**config.mk**
```make
export PLATFORM = sky130hd
export DESIGN_NAME = hgrm_ram
export DESIGN_NICKNAME = d
export VERILOG_FILES = /design/src/hdl/hgrm_ram.sv
export SDC_FILE = /design/constraint.sdc
export NUM_CORES = 1
export LEC_CHECK = 0
export ABC_AREA = 1
export BUFFER_PORTS_ARGS = -buffer_cell sky130_fd_sc_hd__buf_2
export CAP_MARGIN = 25
export CORE_MARGIN = 4
export CORE_UTILIZATION = 45
export CTS_CLUSTER_DIAMETER = 100
export DETAILED_ROUTE_END_ITERATION = 12
export PLACE_DENSITY_LB_ADDON = 0.2
export SLEW_MARGIN = 20
export SYNTH_ARGS = -nofsm -noshare
export SYNTH_HDL_FRONTEND = slang
export SYNTH_SLANG_ARGS = --single-unit
```
**constraint.sdc**
```tcl
create_clock -name i_clk -period 3.2 [get_ports i_clk]
set_input_delay 0.64 -clock i_clk [delete_from_list [all_inputs] [get_ports i_clk]]
set_output_delay 0.64 -clock i_clk [all_outputs]
set_load 0.1 [all_outputs]
```
**src/hdl/hgrm_ram.sv**
```systemverilog
// Generic single-write, single-read RAM with registered read data.
`default_nettype none
module hgrm_ram #(
    parameter int WIDTH = 8,
    parameter int DEPTH = 16
) (
    input  wire logic                       i_clk,
    input  wire logic                       i_we,
    input  wire logic [$clog2(DEPTH)-1:0]   i_waddr,
    input  wire logic [WIDTH-1:0]           i_wdata,
    input  wire logic [$clog2(DEPTH)-1:0]   i_raddr,
    output logic [WIDTH-1:0]                o_rdata
);
    logic [WIDTH-1:0] r_mem [DEPTH];

    always_ff @(posedge i_clk) begin
        if (i_we) begin
            r_mem[i_waddr] <= i_wdata;
        end
        o_rdata <= r_mem[i_raddr];
    end
endmodule
`default_nettype wire

```
==> results of run 1 <==
[metal layers]
layer / share of wire (%) / vias up / track usage, %
met3: 5.7 / 18 / 4.662
li1: - / 1818 / -
met2: 47 / 108 / 28.79
met1: 45 / 1776 / 26.39
met5: 0 / - / 0
met4: 1.8 / 0 / 7.283
[cell families (layout without fill, tap and decap cells)]
| family | Yosys count | in the layout | synth area share (%) |
|---|---|---|---|
| buffers and inverters | 126 | 162 | 9.525 |
| DFF | 136 | 136 | 69.43 |
| and+or+nand+nor | 289 | 289 | 21.05 |
[path summary, 6_finish.rpt]
kind / from / to / depth (start not counted)
worst max-delay path: o_rdata[0] / o_rdata[0] / 1
worst min-delay path: i_raddr[3] / o_rdata[0] / 3
worst max register to register: r_mem[1][6] / o_rdata[6] / 6
worst min register to register: r_mem[6][2] / o_rdata[2] / 6
[metrics by stage]
step | cells | total power [mW] | instance area (um^2) | util, %
4_1_cts | 759 | 4.079 | 6501 | 51.73
3_3_place_gp | 727 | 2.354 | 5976 | 47.55
3_5_place_dp | 727 | 2.357 | 5976 | 47.55
2_1_floorplan | 551 | 2.263 | 5767 | -
6_report | 759 | 4.048 | 6501 | 51.73
5_1_grt | 759 | 4.184 | 6501 | 51.73
[synthesized netlist by cell type]
master                     count
sky130_fd_sc_hd__dfxtp_1       8
sky130_fd_sc_hd__nand3b_1      2
sky130_fd_sc_hd__inv_1       100
sky130_fd_sc_hd__nand3_1      97
sky130_fd_sc_hd__buf_1         1
sky130_fd_sc_hd__nor2_1       17
sky130_fd_sc_hd__nand2_1     173
sky130_fd_sc_hd__buf_2        13
sky130_fd_sc_hd__buf_4         4
sky130_fd_sc_hd__edfxtp_1    128
sky130_fd_sc_hd__inv_2         2
sky130_fd_sc_hd__buf_6         6
[flip-flops by register name (all words and copies together) (netlist names)]
signal and cells:
r_mem 128, o_rdata 8
[layout by cell type (no fill, tap or decap), types with 2 or more instances in the layout]
cell type                   instances
sky130_fd_sc_hd__buf_2             25
sky130_fd_sc_hd__buf_4              2
sky130_fd_sc_hd__clkbuf_1           7
sky130_fd_sc_hd__clkbuf_16         17
sky130_fd_sc_hd__clkbuf_8           4
sky130_fd_sc_hd__clkinv_2           3
sky130_fd_sc_hd__dfxtp_1            8
sky130_fd_sc_hd__edfxtp_1         128
sky130_fd_sc_hd__inv_1            100
sky130_fd_sc_hd__inv_2              2
sky130_fd_sc_hd__nand2_1          173
sky130_fd_sc_hd__nand3_1           97
sky130_fd_sc_hd__nand3b_1           2
sky130_fd_sc_hd__nor2_1            17
[final cells by class]
type,instances,area (um^2)
repair buffers,28,160.2
inverters,102,382.9
flip-flops and latches,136,4004
fillers,1144,6067
multi-input cells,289,1214
well taps,172,215.2
clock inverters,4,18.77
clock buffers,28,506.7
[tightest hold or removal path, cell delays in order]
cell,delay [ns]
sky130_fd_sc_hd__buf_2,0.17
sky130_fd_sc_hd__nand3_1,0.11
sky130_fd_sc_hd__nand2_1,0.05
[power breakdown]
| part | switching, mW | leakage [nW] | internal (mW) |
|---|---|---|---|
| sequential | 0.00971 | 1.22 | 1.99 |
| combinational | 0.253 | 1.31 | 0.0651 |
| clock | 0.662 | 0.260 | 1.07 |
| total | 0.924 | 2.79 | 3.12 |
==> flow_summary.html, run 1 <==
<table>
<tr><th>Metric</th><th>Value</th></tr>
<tr><th colspan="2">Floorplan</th></tr>
<tr><td>Cell row count</td><td>41</td></tr>
<tr><td>Y dimension of the die</td><td>121.2 um</td></tr>
<tr><td>Core footprint</td><td>12570 um^2</td></tr>
<tr><td>Number of primary I/O pins</td><td>26</td></tr>
<tr><td>Starting density of the core</td><td>45.88%</td></tr>
<tr><td>Die Outline Area</td><td>14690 um^2</td></tr>
<tr><td>Width of the die</td><td>121.2 um</td></tr>
<tr><th colspan="2">Timing</th></tr>
<tr><td>Unrepaired setup endpoints after global routing</td><td>false</td></tr>
<tr><td>Clock period minus worst slack</td><td>1.803 ns</td></tr>
<tr><td>Slew @ Worst Pin</td><td>0.9798 ns</td></tr>
<tr><td>Worst rel slew slack</td><td>34.44%</td></tr>
<tr><td>Final setup vio count</td><td>0</td></tr>
<tr><td>Final setup TNS</td><td>0 ns</td></tr>
<tr><td>Largest clock skew in the final design</td><td>0.005741 ns</td></tr>
<tr><td>Post-route fraction of the period consumed by the critical path</td><td>56.35%</td></tr>
<tr><td>Final-layout worst hold slack</td><td>0.6001 ns</td></tr>
<tr><td>Post-layout worst setup margin</td><td>1.397 ns</td></tr>
<tr><td>Highest clock rate</td><td>554.5 MHz</td></tr>
<tr><td>Final Max Slew Viols</td><td>0</td></tr>
<tr><td>Final count of hold timing violations</td><td>0</td></tr>
<tr><th colspan="2">Routing</th></tr>
<tr><td>Final routed DRC violation total</td><td>0</td></tr>
<tr><td>Via density</td><td>4.901</td></tr>
<tr><td>Remaining antenna violation count</td><td>0</td></tr>
<tr><td>Via count of the routed design</td><td>3720</td></tr>
<tr><td>Routed len/inst</td><td>16.90 um</td></tr>
<tr><td>Final routed wirelength across all metal layers</td><td>12830 um</td></tr>
<tr><td>Count of TritonRoute iterations in the first routing pass</td><td>5</td></tr>
<tr><td>Initial detailed-routing violation count</td><td>341</td></tr>
<tr><th colspan="2">Power and ir drop</th></tr>
<tr><td>Largest voltage drop on the vdd net</td><td>370.9 uV</td></tr>
<tr><td>Leakage</td><td>2.794 nW</td></tr>
<tr><td>Cell Pwr Density</td><td>622.6 nW/um^2</td></tr>
<tr><th colspan="2">Critical path</th></tr>
<tr><td>Data required time at the worst endpoint</td><td>2.56 ns</td></tr>
<tr><td>Largest stage delay on the critical path</td><td>0.42 ns</td></tr>
<tr><td>Data arrival time at the worst-slack endpoint</td><td>1.16 ns</td></tr>
<tr><td>Worst setup EP type</td><td>primary output</td></tr>
<tr><td>Cell-by-cell trace of the critical path</td><td>buf_2</td></tr>
<tr><td>Setup slack of the most critical reg-to-reg path</td><td>2.13 ns</td></tr>
<tr><td>Crit-path leading delay family</td><td>buffers and inverters</td></tr>
<tr><td>Bufs and invs on worst path</td><td>1</td></tr>
<tr><td>Critical path startpoint category</td><td>flip-flop</td></tr>
<tr><td>Critical path class</td><td>flip-flop to primary output</td></tr>
<tr><td>Slowest library cell on the worst path</td><td>sky130_fd_sc_hd__buf_2</td></tr>
<tr><td>CP max FO</td><td>1</td></tr>
<tr><th colspan="2">CTS</th></tr>
<tr><td>TritonCTS Sinks</td><td>136</td></tr>
<tr><td>CTS Hold Buffers Added</td><td>0</td></tr>
<tr><td>Deepest level of the CTS H-tree</td><td>4</td></tr>
<tr><td>Buffer levels on the longest clock path</td><td>2</td></tr>
<tr><td>Setup bufs post-CTS</td><td>0</td></tr>
<tr><td>Worst skew pair latency</td><td>0.42 ns</td></tr>
<tr><td>Inserted Clock Buffers</td><td>17</td></tr>
<tr><td>Post-CTS clock slew at the launch and capture registers of the worst setup and hold paths</td><td>0.05 ns</td></tr>
<tr><td>CTS tree</td><td>built</td></tr>
<tr><td>CTS root buf</td><td>sky130_fd_sc_hd__clkbuf_16</td></tr>
<tr><td>CTS-repair resized insts</td><td>0</td></tr>
<tr><th colspan="2">Global route</th></tr>
<tr><td>Vias in the first global route</td><td>3578</td></tr>
<tr><td>Initial antenna violation count</td><td>0</td></tr>
<tr><td>Total routing resource utilization after global routing</td><td>18.93%</td></tr>
<tr><td>Global-route wire length before repair</td><td>20390 um</td></tr>
<tr><td>Maximum number of pins on one net before global-route repair</td><td>65</td></tr>
<tr><td>Final global-route overflow total</td><td>0</td></tr>
<tr><th colspan="2">Synth</th></tr>
<tr><td>Post-synthesis instance area</td><td>5767 um^2</td></tr>
<tr><td>Part of the Yosys area used for sequential elements</td><td>69.43%</td></tr>
<tr><td>Seq cells post-synth</td><td>136</td></tr>
<tr><td>Dominant cells by area after synthesis</td><td>sky130_fd_sc_hd__edfxtp_1 (67%), sky130_fd_sc_hd__nand2_1 (11%), sky130_fd_sc_hd__nand3_1 (8.4%)</td></tr>
<tr><td>Number of instances in the synthesized netlist</td><td>551</td></tr>
<tr><td>Mapped Avg Cell Area</td><td>10.47 um^2</td></tr>
<tr><td>Synthesized Nets</td><td>569</td></tr>
<tr><td>Post-synthesis cell type count</td><td>12</td></tr>
<tr><td>Cell type contributing the most total cell area after synthesis</td><td>sky130_fd_sc_hd__edfxtp_1</td></tr>
<tr><td>Top-area cell type share of the netlist area</td><td>66.65%</td></tr>
<tr><td>Yosys synthesis warning count</td><td>0</td></tr>
<tr><th colspan="2">Place</th></tr>
<tr><td>Number of buffer cells added on primary ports</td><td>25</td></tr>
<tr><td>Worst slack at placement</td><td>1.025 ns</td></tr>
<tr><td>Post-DP HPWL</td><td>7592 um</td></tr>
<tr><td>RD Place Congestion</td><td>0.7795</td></tr>
<tr><th colspan="2">Final layout</th></tr>
<tr><td>Layout cells sized above 1</td><td>9.199%</td></tr>
<tr><td>Final net count</td><td>592</td></tr>
<tr><td>Antenna diode instance count</td><td>0</td></tr>
<tr><td>Layout overhead on the synthesized area</td><td>12.74%</td></tr>
<tr><th colspan="2">Flow run</th></tr>
<tr><td>Max-cap viol count</td><td>0</td></tr>
<tr><th colspan="2">Run status</th></tr>
<tr><td>Result of the run</td><td>complete, no violations</td></tr>
<tr><th colspan="2">Min path</th></tr>
<tr><td>Min-delay worst type</td><td>input port to flip-flop</td></tr>
</table>
Note: power is estimated with default switching activity, not from simulation.
==> run 2, diff against run 1 <==
- ABC_AREA: 1 -> 0
- clock period: 3.2 -> 1.65 ns (I/O delays scaled with it)
==> flow_summary.html, run 2 <==
<table>
<tr><th>Metric</th><th>Value</th></tr>
<tr><th colspan="2">Run status</th></tr>
<tr><td>Result of the run</td><td>complete, no violations</td></tr>
<tr><th colspan="2">CTS</th></tr>
<tr><td>Inserted Clock Buffers</td><td>17</td></tr>
<tr><td>Deepest level of the CTS H-tree</td><td>4</td></tr>
<tr><td>TritonCTS Sinks</td><td>136</td></tr>
<tr><td>Post-CTS clock slew at the launch and capture registers of the worst setup and hold paths</td><td>0.05 ns</td></tr>
<tr><td>CTS tree</td><td>built</td></tr>
<tr><td>CTS Hold Buffers Added</td><td>0</td></tr>
<tr><td>CTS root buf</td><td>sky130_fd_sc_hd__clkbuf_16</td></tr>
<tr><td>Worst skew pair latency</td><td>0.40 ns</td></tr>
<tr><td>CTS-repair resized insts</td><td>0</td></tr>
<tr><td>Setup bufs post-CTS</td><td>0</td></tr>
<tr><td>Buffer levels on the longest clock path</td><td>2</td></tr>
<tr><th colspan="2">Timing</th></tr>
<tr><td>Clock period minus worst slack</td><td>1.513 ns</td></tr>
<tr><td>Final Max Slew Viols</td><td>0</td></tr>
<tr><td>Slew @ Worst Pin</td><td>0.6691 ns</td></tr>
<tr><td>Largest clock skew in the final design</td><td>0.006855 ns</td></tr>
<tr><td>Highest clock rate</td><td>660.8 MHz</td></tr>
<tr><td>Final count of hold timing violations</td><td>0</td></tr>
<tr><td>Worst rel slew slack</td><td>55.23%</td></tr>
<tr><td>Unrepaired setup endpoints after global routing</td><td>false</td></tr>
<tr><td>Final-layout worst hold slack</td><td>0.3119 ns</td></tr>
<tr><td>Post-route fraction of the period consumed by the critical path</td><td>91.72%</td></tr>
<tr><td>Final setup vio count</td><td>0</td></tr>
<tr><td>Post-layout worst setup margin</td><td>0.1366 ns</td></tr>
<tr><th colspan="2">Critical path</th></tr>
<tr><td>Last element of the critical path</td><td>o_rdata[7]</td></tr>
<tr><td>Largest stage delay on the critical path</td><td>0.44 ns</td></tr>
<tr><td>Slowest library cell on the worst path</td><td>sky130_fd_sc_hd__buf_2</td></tr>
<tr><td>Data required time at the worst endpoint</td><td>1.32 ns</td></tr>
<tr><td>Data arrival time at the worst-slack endpoint</td><td>1.18 ns</td></tr>
<tr><td>Critical path startpoint category</td><td>flip-flop</td></tr>
<tr><td>Worst R2R End</td><td>o_rdata[0]</td></tr>
<tr><td>CP max FO</td><td>1</td></tr>
<tr><td>Critical path class</td><td>flip-flop to primary output</td></tr>
<tr><td>Logic depth of the worst setup path including buffers</td><td>1</td></tr>
<tr><td>Worst r2r path cells</td><td>3</td></tr>
<tr><td>Cell-by-cell trace of the critical path</td><td>buf_2</td></tr>
<tr><td>Crit-path leading delay family</td><td>buffers and inverters</td></tr>
<tr><td>Reg-to-reg startpoint</td><td>r_mem[1][0]</td></tr>
<tr><td>Worst setup EP type</td><td>primary output</td></tr>
<tr><td>Bufs and invs on worst path</td><td>1</td></tr>
<tr><td>Setup slack of the most critical reg-to-reg path</td><td>0.30 ns</td></tr>
<tr><td>Start point of the critical path</td><td>o_rdata[7]</td></tr>
<tr><th colspan="2">Synth</th></tr>
<tr><td>Most used standard cell by instance count after synthesis</td><td>sky130_fd_sc_hd__edfxtp_1</td></tr>
<tr><td>Top cells by count, synth</td><td>sky130_fd_sc_hd__edfxtp_1 (128), sky130_fd_sc_hd__mux4_2 (18), sky130_fd_sc_hd__a22oi_1 (16)</td></tr>
<tr><td>Seq cells post-synth</td><td>136</td></tr>
<tr><td>Number of instances in the synthesized netlist</td><td>229</td></tr>
<tr><td>Yosys synthesis warning count</td><td>0</td></tr>
<tr><td>Synthesized Nets</td><td>247</td></tr>
<tr><td>Asr flop ratio synth</td><td>0%</td></tr>
<tr><td>Cell type contributing the most total cell area after synthesis</td><td>sky130_fd_sc_hd__edfxtp_1</td></tr>
<tr><td>Post-synthesis instance area</td><td>5147 um^2</td></tr>
<tr><td>Dominant cells by area after synthesis</td><td>sky130_fd_sc_hd__edfxtp_1 (75%), sky130_fd_sc_hd__mux4_2 (7.9%), sky130_fd_sc_hd__mux4_1 (7.1%)</td></tr>
<tr><td>Dominant register cell in the synthesized netlist</td><td>sky130_fd_sc_hd__edfxtp_1</td></tr>
<tr><td>Mapped Avg Cell Area</td><td>22.48 um^2</td></tr>
<tr><td>Top-area cell type share of the netlist area</td><td>74.67%</td></tr>
<tr><td>Number of enable-type register cells in the synthesized netlist</td><td>128</td></tr>
<tr><td>Post-synthesis cell type count</td><td>19</td></tr>
<tr><td>Part of the Yosys area used for sequential elements</td><td>77.78%</td></tr>
<tr><th colspan="2">Floorplan</th></tr>
<tr><td>Width of the die</td><td>115.0 um</td></tr>
<tr><td>Y dimension of the die</td><td>115.0 um</td></tr>
<tr><td>Core footprint</td><td>11030 um^2</td></tr>
<tr><td>Cell row count</td><td>38</td></tr>
<tr><td>Die Outline Area</td><td>13210 um^2</td></tr>
<tr><td>Number of primary I/O pins</td><td>26</td></tr>
<tr><td>Starting density of the core</td><td>46.67%</td></tr>
<tr><th colspan="2">Global route</th></tr>
<tr><td>Vias in the first global route</td><td>2547</td></tr>
<tr><td>Total routing resource utilization after global routing</td><td>15.95%</td></tr>
<tr><td>Global-route wire length before repair</td><td>15160 um</td></tr>
<tr><td>Initial antenna violation count</td><td>0</td></tr>
<tr><td>Final global-route overflow total</td><td>0</td></tr>
<tr><td>Maximum number of pins on one net before global-route repair</td><td>20</td></tr>
<tr><th colspan="2">Routing</th></tr>
<tr><td>Via count of the routed design</td><td>2389</td></tr>
<tr><td>Count of TritonRoute iterations in the first routing pass</td><td>5</td></tr>
<tr><td>Initial detailed-routing violation count</td><td>213</td></tr>
<tr><td>Via density</td><td>5.369</td></tr>
<tr><td>Final routed DRC violation total</td><td>0</td></tr>
<tr><td>Routed len/inst</td><td>21.30 um</td></tr>
<tr><td>Remaining antenna violation count</td><td>0</td></tr>
<tr><td>Final routed wirelength across all metal layers</td><td>9478 um</td></tr>
<tr><th colspan="2">Place</th></tr>
<tr><td>Worst slack at placement</td><td>-0.04313 ns</td></tr>
<tr><td>Post-DP HPWL</td><td>6450 um</td></tr>
<tr><td>Number of buffer cells added on primary ports</td><td>25</td></tr>
<tr><td>Placed insts</td><td>413</td></tr>
<tr><td>RD Place Congestion</td><td>0.6916</td></tr>
<tr><th colspan="2">Final layout</th></tr>
<tr><td>Area taken by multi-input logic gates</td><td>1062 um^2</td></tr>
<tr><td>Final net count</td><td>310</td></tr>
<tr><td>Register with the most flip-flops</td><td>r_mem</td></tr>
<tr><td>Final cell count without fillers</td><td>445</td></tr>
<tr><td>Layout cells sized above 1</td><td>32.79%</td></tr>
<tr><td>FF+latch area</td><td>4004 um^2</td></tr>
<tr><td>Most frequent standard cell in the layout excluding fill and tap cells</td><td>sky130_fd_sc_hd__edfxtp_1</td></tr>
<tr><td>Leading cell types in the layout, fill and taps excluded</td><td>sky130_fd_sc_hd__edfxtp_1 (128), sky130_fd_sc_hd__buf_4 (27), sky130_fd_sc_hd__buf_2 (25), sky130_fd_sc_hd__mux4_2 (18), sky130_fd_sc_hd__clkbuf_16 (17)</td></tr>
<tr><td>Largest registers in the final layout</td><td>r_mem x128, o_rdata x8</td></tr>
<tr><td>Antenna diode instance count</td><td>0</td></tr>
<tr><td>Filler cell count in the final layout</td><td>840</td></tr>
<tr><td>Layout overhead on the synthesized area</td><td>20.54%</td></tr>
<tr><td>Largest register FFs</td><td>128</td></tr>
<tr><th colspan="2">Power and ir drop</th></tr>
<tr><td>Largest voltage drop on the vdd net</td><td>671.2 uV</td></tr>
<tr><td>Leakage</td><td>2.146 nW</td></tr>
<tr><td>Cell Pwr Density</td><td>1322 nW/um^2</td></tr>
<tr><th colspan="2">Min path</th></tr>
<tr><td>Min-delay worst type</td><td>input port to flip-flop</td></tr>
<tr><th colspan="2">Flow run</th></tr>
<tr><td>Max-cap viol count</td><td>0</td></tr>
</table>
-- run 2: worst min-delay path by stage --
stage                 startpoint          end  cells past startpoint
CTS                   i_wdata[4]  r_mem[4][4]                      1
finish                i_wdata[5]  r_mem[6][5]                      1
floorplan             i_wdata[0]  r_mem[0][0]                      0
global placement    r_mem[15][6]   o_rdata[6]                      3
global route          i_wdata[5]  r_mem[6][5]                      1
detailed placement  r_mem[15][6]   o_rdata[6]                      3
-- run 2: cells by family (layout without fill, tap and decap cells) --
kind of cell / Yosys count / after routing / share of synthesized area [%]
AOI/OAI and AO/OA: 16 / 16 / 2.334
buffers and inverters: 10 / 86 / 1.677
DFF: 136 / 136 / 77.78
muxes: 32 / 32 / 15.02
and+or+nand+nor: 35 / 35 / 3.184
-- run 2: layout make-up --
type                       count  area share [%]
multi-input combinational     83           17.12
tap                          140           2.823
timing repair buffer          54           5.929
clock buffer                  22           7.159
sequential                   136           64.53
clock inverter                10           2.440
-- run 2: per-layer routing --
layer,track usage (%),part of all wire [%],vias up
met1,20.93,45,1220
met3,4.421,4.8,4
li1,-,-,1100
met2,25.58,50,65
met4,6.103,0.74,0
met5,0,0,-
-- run 2: through the flow --
stage                     power, mW  setup TNS (ns)  util [%]  cell area [um^2]
final                         8.205               0     56.25              6205
after global routing          8.476               0     56.25              6205
after CTS                     8.288               0     56.25              6205
after detailed placement      4.490         -0.1969     50.85              5609
after global placement        4.481         -0.1858     50.85              5609
after floorplan               4.315               0         -              5152
-- run 2: power by group --
group          switching, mW  internal (mW)  leakage [nW]
clock network           1.28           2.51         0.289
logic                  0.364          0.164         0.633
registers             0.0207           3.86          1.22
